<file path="config.mk">
export PLATFORM = sky130hd
export DESIGN_NAME = key_edge_to_midi_note_events_top
export DESIGN_NICKNAME = d
export VERILOG_FILES = /design/src/rtl/kem_pkg.sv /design/src/rtl/kem_csr.sv /design/src/rtl/kem_ctrl.sv /design/src/rtl/kem_dp.sv /design/src/rtl/key_edge_to_midi_note_events_top.sv
export SDC_FILE = /design/constraint.sdc
export NUM_CORES = 1
export LEC_CHECK = 0
export BUFFER_PORTS_ARGS = -buffer_cell sky130_fd_sc_hd__buf_2
export CAP_MARGIN = 10
export CORE_ASPECT_RATIO = 1.75
export CORE_MARGIN = 5
export CORE_UTILIZATION = 55
export CTS_BUF_LIST = sky130_fd_sc_hd__clkbuf_16
export DETAILED_ROUTE_END_ITERATION = 10
export GPL_TIMING_DRIVEN = 0
export PLACE_DENSITY = 0.8
export SYNTH_ARGS = -nofsm -noshare
export SYNTH_HDL_FRONTEND = slang
export SYNTH_HIERARCHICAL = 1
export SYNTH_SLANG_ARGS = --single-unit
</file>
<file path="constraint.sdc">
create_clock -name clock -period 3.9 [get_ports clock]
set_input_delay 0.195 -clock clock [delete_from_list [all_inputs] [get_ports clock]]
set_output_delay 0.195 -clock clock [all_outputs]
set_load 0.01 [all_outputs]
</file>
<file path="src/rtl/kem_pkg.sv">
package kem_pkg;

   localparam int KEY_COUNT = 24;
   localparam int KEY_W     = (KEY_COUNT > 1) ? $clog2(KEY_COUNT) : 1;

   localparam int LEVELS_W  = 24;
   localparam int INDEX_W   = 5;
   localparam int NOTE_W    = 7;
   localparam int VEL_W     = 7;
   localparam int ADDR_W    = 3;
   localparam int DATA_W    = 32;

   localparam logic [NOTE_W-1:0] RESET_BASE_NOTE   = 7'd84;
   localparam logic [VEL_W-1:0]  RESET_ON_VELOCITY = 7'd100;

   // register index, taken from paddr[2]
   localparam logic REG_BASE_NOTE   = 1'b0;
   localparam logic REG_ON_VELOCITY = 1'b1;

   typedef enum logic [0:0] {
      ST_IDLE,
      ST_SCAN
   } state_type;

   typedef struct packed {
      logic load;   // take a new scan sample
      logic emit;   // write current key into the result register
      logic step;   // advance to the next key
   } cmd_type;

   typedef struct packed {
      logic any_pending;  // changed keys left in this scan
      logic hit;          // current key changed
      logic out_free;     // result register can take an item
   } status_type;

endpackage

</file>
<file path="src/rtl/kem_csr.sv">
module kem_csr (
   input  logic                            clock,
   input  logic                            reset,
   input  logic                            psel,
   input  logic                            penable,
   input  logic                            pwrite,
   input  logic [kem_pkg::ADDR_W-1:0]      paddr,
   input  logic [kem_pkg::DATA_W-1:0]      pwdata,
   output logic [kem_pkg::DATA_W-1:0]      prdata,
   output logic                            pready,
   output logic [kem_pkg::NOTE_W-1:0]      base_note,
   output logic [kem_pkg::VEL_W-1:0]       on_velocity
);

   logic [kem_pkg::NOTE_W-1:0] base_note_ff;
   logic [kem_pkg::VEL_W-1:0]  on_velocity_ff;
   logic                       wr_en;

   assign wr_en  = psel && penable && pwrite;
   assign pready = 1'b1;

   always_ff @(posedge clock) begin
      if (reset) begin
         base_note_ff   <= kem_pkg::RESET_BASE_NOTE;
         on_velocity_ff <= kem_pkg::RESET_ON_VELOCITY;
      end else if (wr_en) begin
         if (paddr[2] == kem_pkg::REG_BASE_NOTE) begin
            base_note_ff <= pwdata[kem_pkg::NOTE_W-1:0];
         end else begin
            on_velocity_ff <= pwdata[kem_pkg::VEL_W-1:0];
         end
      end
   end

   always_comb begin
      if (paddr[2] == kem_pkg::REG_BASE_NOTE) begin
         prdata = kem_pkg::DATA_W'(base_note_ff);
      end else begin
         prdata = kem_pkg::DATA_W'(on_velocity_ff);
      end
   end

   assign base_note   = base_note_ff;
   assign on_velocity = on_velocity_ff;

endmodule

</file>
<file path="src/rtl/kem_ctrl.sv">
module kem_ctrl (
   input  logic                 clock,
   input  logic                 reset,
   input  logic                 req_valid,
   output logic                 req_ready,
   input  kem_pkg::status_type  status,
   output kem_pkg::cmd_type     cmd
);

   kem_pkg::state_type state_ff;
   kem_pkg::state_type state_in;

   always_ff @(posedge clock) begin
      if (reset) begin
         state_ff <= kem_pkg::ST_IDLE;
      end else begin
         state_ff <= state_in;
      end
   end

   always_comb begin
      state_in  = state_ff;
      req_ready = 1'b0;
      cmd       = '0;
      case (state_ff)
         kem_pkg::ST_IDLE: begin
            req_ready = 1'b1;
            if (req_valid) begin
               cmd.load = 1'b1;
               state_in = kem_pkg::ST_SCAN;
            end
         end
         kem_pkg::ST_SCAN: begin
            if (!status.any_pending) begin
               state_in = kem_pkg::ST_IDLE;
            end else if (status.hit) begin
               // hold on this key until the result register frees up
               if (status.out_free) begin
                  cmd.emit = 1'b1;
                  cmd.step = 1'b1;
               end
            end else begin
               cmd.step = 1'b1;
            end
         end
         default: begin
            state_in = kem_pkg::ST_IDLE;
         end
      endcase
   end

endmodule

</file>
<file path="src/rtl/kem_dp.sv">
module kem_dp (
   input  logic                             clock,
   input  logic                             reset,
   input  kem_pkg::cmd_type                 cmd,
   output kem_pkg::status_type              status,
   input  logic [kem_pkg::LEVELS_W-1:0]     req_key_levels,
   input  logic [kem_pkg::NOTE_W-1:0]       base_note,
   input  logic [kem_pkg::VEL_W-1:0]        on_velocity,
   output logic                             rsp_valid,
   input  logic                             rsp_ready,
   output logic                             rsp_note_on,
   output logic [kem_pkg::INDEX_W-1:0]      rsp_key_index,
   output logic [kem_pkg::NOTE_W-1:0]       rsp_note_number,
   output logic [kem_pkg::VEL_W-1:0]        rsp_velocity,
   output logic                             rsp_last_of_scan
);

   localparam int KC = kem_pkg::KEY_COUNT;
   localparam int KW = kem_pkg::KEY_W;

   logic [KC-1:0] prev_ff, prev_in;
   logic [KC-1:0] now_ff, now_in;
   logic [KC-1:0] pend_ff, pend_in;
   logic [KW-1:0] idx_ff, idx_in;

   logic                        valid_ff, valid_in;
   logic                        note_on_ff;
   logic [kem_pkg::INDEX_W-1:0] key_index_ff;
   logic [kem_pkg::NOTE_W-1:0]  note_number_ff;
   logic [kem_pkg::VEL_W-1:0]   velocity_ff;
   logic                        last_ff;

   logic [31:0]                 levels_ext;
   logic [KC-1:0]               sample;
   logic [KC-1:0]               key_sel;
   logic [kem_pkg::NOTE_W:0]    note_diff;
   logic [kem_pkg::NOTE_W-1:0]  note_sat;
   logic                        rising;
   logic                        out_free;

   assign levels_ext = 32'(req_key_levels);
   assign sample     = levels_ext[KC-1:0];
   assign key_sel    = KC'(1) << idx_ff;
   assign rising     = now_ff[idx_ff];
   assign out_free   = !valid_ff || rsp_ready;

   // note below zero saturates
   assign note_diff = {1'b0, base_note} - (kem_pkg::NOTE_W + 1)'(idx_ff);
   assign note_sat  = note_diff[kem_pkg::NOTE_W] ? '0 : note_diff[kem_pkg::NOTE_W-1:0];

   assign status.any_pending = |pend_ff;
   assign status.hit         = pend_ff[idx_ff];
   assign status.out_free    = out_free;

   always_comb begin
      prev_in  = prev_ff;
      now_in   = now_ff;
      pend_in  = pend_ff;
      idx_in   = idx_ff;
      valid_in = valid_ff;
      if (valid_ff && rsp_ready) begin
         valid_in = 1'b0;
      end
      if (cmd.load) begin
         now_in  = sample;
         pend_in = sample ^ prev_ff;
         prev_in = sample;
         idx_in  = '0;
      end
      if (cmd.emit) begin
         pend_in  = pend_ff & ~key_sel;
         valid_in = 1'b1;
      end
      if (cmd.step) begin
         idx_in = idx_ff + KW'(1);
      end
   end

   always_ff @(posedge clock) begin
      if (reset) begin
         prev_ff  <= '1;
         pend_ff  <= '0;
         idx_ff   <= '0;
         valid_ff <= 1'b0;
      end else begin
         prev_ff  <= prev_in;
         pend_ff  <= pend_in;
         idx_ff   <= idx_in;
         valid_ff <= valid_in;
      end
   end

   always_ff @(posedge clock) begin
      now_ff <= now_in;
      if (cmd.emit) begin
         note_on_ff     <= rising;
         key_index_ff   <= kem_pkg::INDEX_W'(idx_ff);
         note_number_ff <= note_sat;
         velocity_ff    <= rising ? on_velocity : '0;
         last_ff        <= ((pend_ff & ~key_sel) == '0);
      end
   end

   assign rsp_valid        = valid_ff;
   assign rsp_note_on      = note_on_ff;
   assign rsp_key_index    = key_index_ff;
   assign rsp_note_number  = note_number_ff;
   assign rsp_velocity     = velocity_ff;
   assign rsp_last_of_scan = last_ff;

endmodule

</file>
<file path="src/rtl/key_edge_to_midi_note_events_top.sv">
// Keys are checked one per cycle in index order while the output register can take a result;
// a changed key is held while rsp_ready is low and a result is still waiting.
// The first result comes from the lowest changed key and is registered when the scan reaches it.
// Results leave through a single output register; a new sample is taken once the scan ends.
// Reset: stored levels all high, base_note 84, on_velocity 100, no result pending.
module key_edge_to_midi_note_events_top (
   input  logic                             clock,
   input  logic                             reset,
   input  logic                             req_valid,
   output logic                             req_ready,
   input  logic [kem_pkg::LEVELS_W-1:0]     req_key_levels,
   output logic                             rsp_valid,
   input  logic                             rsp_ready,
   output logic                             rsp_note_on,
   output logic [kem_pkg::INDEX_W-1:0]      rsp_key_index,
   output logic [kem_pkg::NOTE_W-1:0]       rsp_note_number,
   output logic [kem_pkg::VEL_W-1:0]        rsp_velocity,
   output logic                             rsp_last_of_scan,
   input  logic                             psel,
   input  logic                             penable,
   input  logic                             pwrite,
   input  logic [kem_pkg::ADDR_W-1:0]       paddr,
   input  logic [kem_pkg::DATA_W-1:0]       pwdata,
   output logic [kem_pkg::DATA_W-1:0]       prdata,
   output logic                             pready
);

   kem_pkg::cmd_type            cmd;
   kem_pkg::status_type         status;
   logic [kem_pkg::NOTE_W-1:0]  base_note;
   logic [kem_pkg::VEL_W-1:0]   on_velocity;

   kem_csr u_csr (
      .clock       (clock),
      .reset       (reset),
      .psel        (psel),
      .penable     (penable),
      .pwrite      (pwrite),
      .paddr       (paddr),
      .pwdata      (pwdata),
      .prdata      (prdata),
      .pready      (pready),
      .base_note   (base_note),
      .on_velocity (on_velocity)
   );

   kem_ctrl u_ctrl (
      .clock     (clock),
      .reset     (reset),
      .req_valid (req_valid),
      .req_ready (req_ready),
      .status    (status),
      .cmd       (cmd)
   );

   kem_dp u_dp (
      .clock            (clock),
      .reset            (reset),
      .cmd              (cmd),
      .status           (status),
      .req_key_levels   (req_key_levels),
      .base_note        (base_note),
      .on_velocity      (on_velocity),
      .rsp_valid        (rsp_valid),
      .rsp_ready        (rsp_ready),
      .rsp_note_on      (rsp_note_on),
      .rsp_key_index    (rsp_key_index),
      .rsp_note_number  (rsp_note_number),
      .rsp_velocity     (rsp_velocity),
      .rsp_last_of_scan (rsp_last_of_scan)
   );

endmodule

</file>
==> reports/qor.txt <==
status: complete, no violations
switching part of the total: 24.39%
register area share after synthesis: 46.44%
CTS tree: built
first-pass GRT wire length: 26990 um
synth unique cells: 53
Final Hold Viols: 0
worst hold path type: primary input to flop
vias per inst: 5.770
critical path fanouts, max: 10
R2R Setup Slk: 0.29 ns
fmax: 277.0 MHz
gpl congestion: 0.9917
vias in the first global route: 5104
CP Launch Type: flop
most frequent cells in the layout: 74 x buf_2, 69 x dfxtp_1, 62 x nor2_1, 45 x edfxtp_1, 36 x nor2b_1
YS warnings: 6
Buffers on Ports: 67
Worst-path clk slew: 0.06 ns
Initial Util: 55.66%
VDD IR max: 348.5 uV
clk buf depth: 2
GRT Util Overall: 27.85%
Detail Route Antenna Nets: 0
pre-CTS WS: 0.4046 ns
# setup viols final: 0
1st-pass router iterations: 7
clock latency on the worst-skew pair: 0.41 ns
Clk pwr share: 46.6%
Internal: 0.002658 W
Syn Std Cell Area: 5884 um2
Num CTS Buffers: 17
clock sink count: 114
# nets final: 781
Power Dens Cells: 481.8 nW/um2
syn_area_per_cell: 10.25 um2
antenna violations before repair: 0
RSZ-0062 raised after global routing: false
core outline area: 10570 um2
share of layout cells above drive strength 1: 21.09%
Synth Register Bits: 114
Residual DRC: 0
CP endpoint kind: flop
die area: 12950 um2
post-route minimum period: 3.611 ns
DP HPWL: 13040 um
Pleak: 2.903 nW
Synth-to-Final Area Change: 24.01%
crit path to: u_dp/pend_ff[6]
combinational power share: 13.8%
Worst slew margin: 30.56%
IO Count: 122
non-filler cells, final: 846
total number of vias: 4881
num rows: 50
Setup Buffers After CTS: 0
Critical R2R Capture: u_dp/pend_ff[6]
Total Routed Length: 17290 um
Final Skew: 0.008752 ns
Reg2Reg Launch Point: u_dp/idx_ff[1]
cells on worst reg2reg path: 13
Worst Tran Pin Value: 1.040 ns
Horiz. Die Dim: 88.19 um
Max Cap Viol: 0
Syn Inst Count: 574
Starting DRT DRC Count: 278
Critical path origin: u_dp/idx_ff[1]
H-tree depth: 4
diode count: 0
worst path arrival time: 3.94 ns
CP Class: flop to flop
Post-synth EDFFs: 45
drt wl/cell: 20.44 um
commonest non-fill, non-tap cell in the layout: buf_2
gr ovfl total: 0
async set-or-reset flop fraction in the synthesized netlist: 0%
ys flop type: dfxtp_1
Die Y: 146.8 um
fin. max-slew vios: 0
Seq pwr share: 39.7%
final core utilization: 69.02%
largest net degree at the start of global routing: 26
Required @ worst endpoint: 4.23 ns
dpl cells: 796
crit share post-route: 92.58%
Sw Pwr: 0.0008575 W
fillers: 815
worst setup margin: 0.2894 ns
root buf cell: clkbuf_16
synth_stat cells (6+ instances only):
cell type,count,area [um2]
a211o_1,25,219.0
a211oi_1,21,157.7
a21oi_1,19,95.09
a22oi_1,6,45.04
a31oi_1,18,112.6
and2_1,7,43.79
buf_2,7,35.03
buf_4,27,202.7
clkbuf_1,23,86.33
dfxtp_1,69,1381
edfxtp_1,45,1351
ha_1,11,137.6
inv_1,14,52.55
mux2_2,7,78.83
mux2i_1,26,260.3
nand2_1,23,86.33
nand2b_1,17,106.4
nand3_1,9,45.04
nor2_1,63,236.5
nor2b_1,36,225.2
nor4_1,7,43.79
o21ai_0,7,35.03
xnor2_1,22,192.7
metal layers:
layer | vias up | track usage [%] | routed length, um
met4 | 0 | 16.64 | 954
met2 | 214 | 50.79 | 9530
met5 | - | 0 | 0
met1 | 2318 | 28.23 | 5881
li1 | 2286 | - | -
met3 | 63 | 4.994 | 923
cell families (layout without fill, tap and decap cells):
kind of cell	count (synthesis)	after routing	share of synthesized area, %
and+or+nand+nor	183	183	16.18
AOI/OAI and AO/OA	118	118	14.27
DFF	114	114	46.44
buffers and inverters	78	196	7.357
muxes	41	41	9.079
xor gates and xnor gates	26	26	3.870
adders and majority gates	12	12	2.679
other	2	26	0.1276
through the flow:
step                      area, um2  power (W)  setup TNS [ns]  hold slack, ns
after global placement         6472   0.001860          -15.02          0.4109
final                          7297   0.003516               0         0.01616
after floorplan                5974   0.001717               0          0.2574
after detailed placement       6490   0.001873               0          0.4187
after global routing           7297   0.003656               0        0.002428
after CTS                      7287   0.003528               0      0.00006167
flip-flops by register name (all words and copies together) (netlist names), 5 cells and up:
register,count
u_dp/pend_ff,24
u_csr/base_note,7
u_dp/rsp_key_index,5
u_csr/on_velocity,7
u_dp/now_ff,24
u_dp/rsp_velocity,7
u_dp/prev_ff,24
u_dp/rsp_note_number,7
u_dp/idx_ff,5
area by class of cell:
cell class / instances / area (um2) / share of cell area [%]
inverters: 14 / 52.55 / 0.7202
repair buffers: 86 / 530.5 / 7.270
clock inverters: 15 / 201.4 / 2.761
flip-flops and latches: 114 / 2733 / 37.45
clock buffers: 17 / 425.4 / 5.830
multi-input cells: 406 / 2811 / 38.53
plain buffers: 64 / 380.4 / 5.213
well taps: 130 / 162.7 / 2.229
worst max-delay path: stages (launching register included):
cell and delay (ns):
dfxtp_1 0.42, buf_2 0.38, buf_2 0.37, mux4_1 0.25
a22o_1 0.13, a211oi_1 0.05, a21oi_1 0.19, nand2_1 0.09
nor2_2 0.20, clkbuf_1 0.26, clkbuf_1 0.46, clkbuf_1 0.43
a21oi_1 0.13, nor2_1 0.15
power groups by stage:
| stage | Clock (W) | Sequential [W] | Combinational (W) |
|---|---|---|---|
| after global routing | 0.00173 | 0.00140 | 0.000526 |
| after global placement | 0 | 0.00141 | 0.000448 |
| final | 0.00164 | 0.00139 | 0.000483 |
| after floorplan | 0 | 0.00139 | 0.000325 |
| after detailed placement | 0 | 0.00141 | 0.000459 |
| after CTS | 0.00166 | 0.00139 | 0.000476 |
how the worst min path moves through the flow:
stage                     slack [ns]          startpoint  depth (start not counted)               to
after floorplan                 0.26               reset                          1  u_ctrl/state_ff
after global placement          0.41  req_key_levels[20]                          1  u_dp/now_ff[20]
after detailed placement        0.42  req_key_levels[19]                          1  u_dp/now_ff[19]
after CTS                    0.00006  req_key_levels[18]                          1  u_dp/now_ff[18]
after global routing           0.002   req_key_levels[0]                          1   u_dp/now_ff[0]
final                           0.02   req_key_levels[0]                          1   u_dp/now_ff[0]
what timing repair did:
item,in CTS,in global routing
hold endpoints to repair,17,1
resized for setup,0,0
hold buffers,17,1
Power figures use the tool's default switching activity.
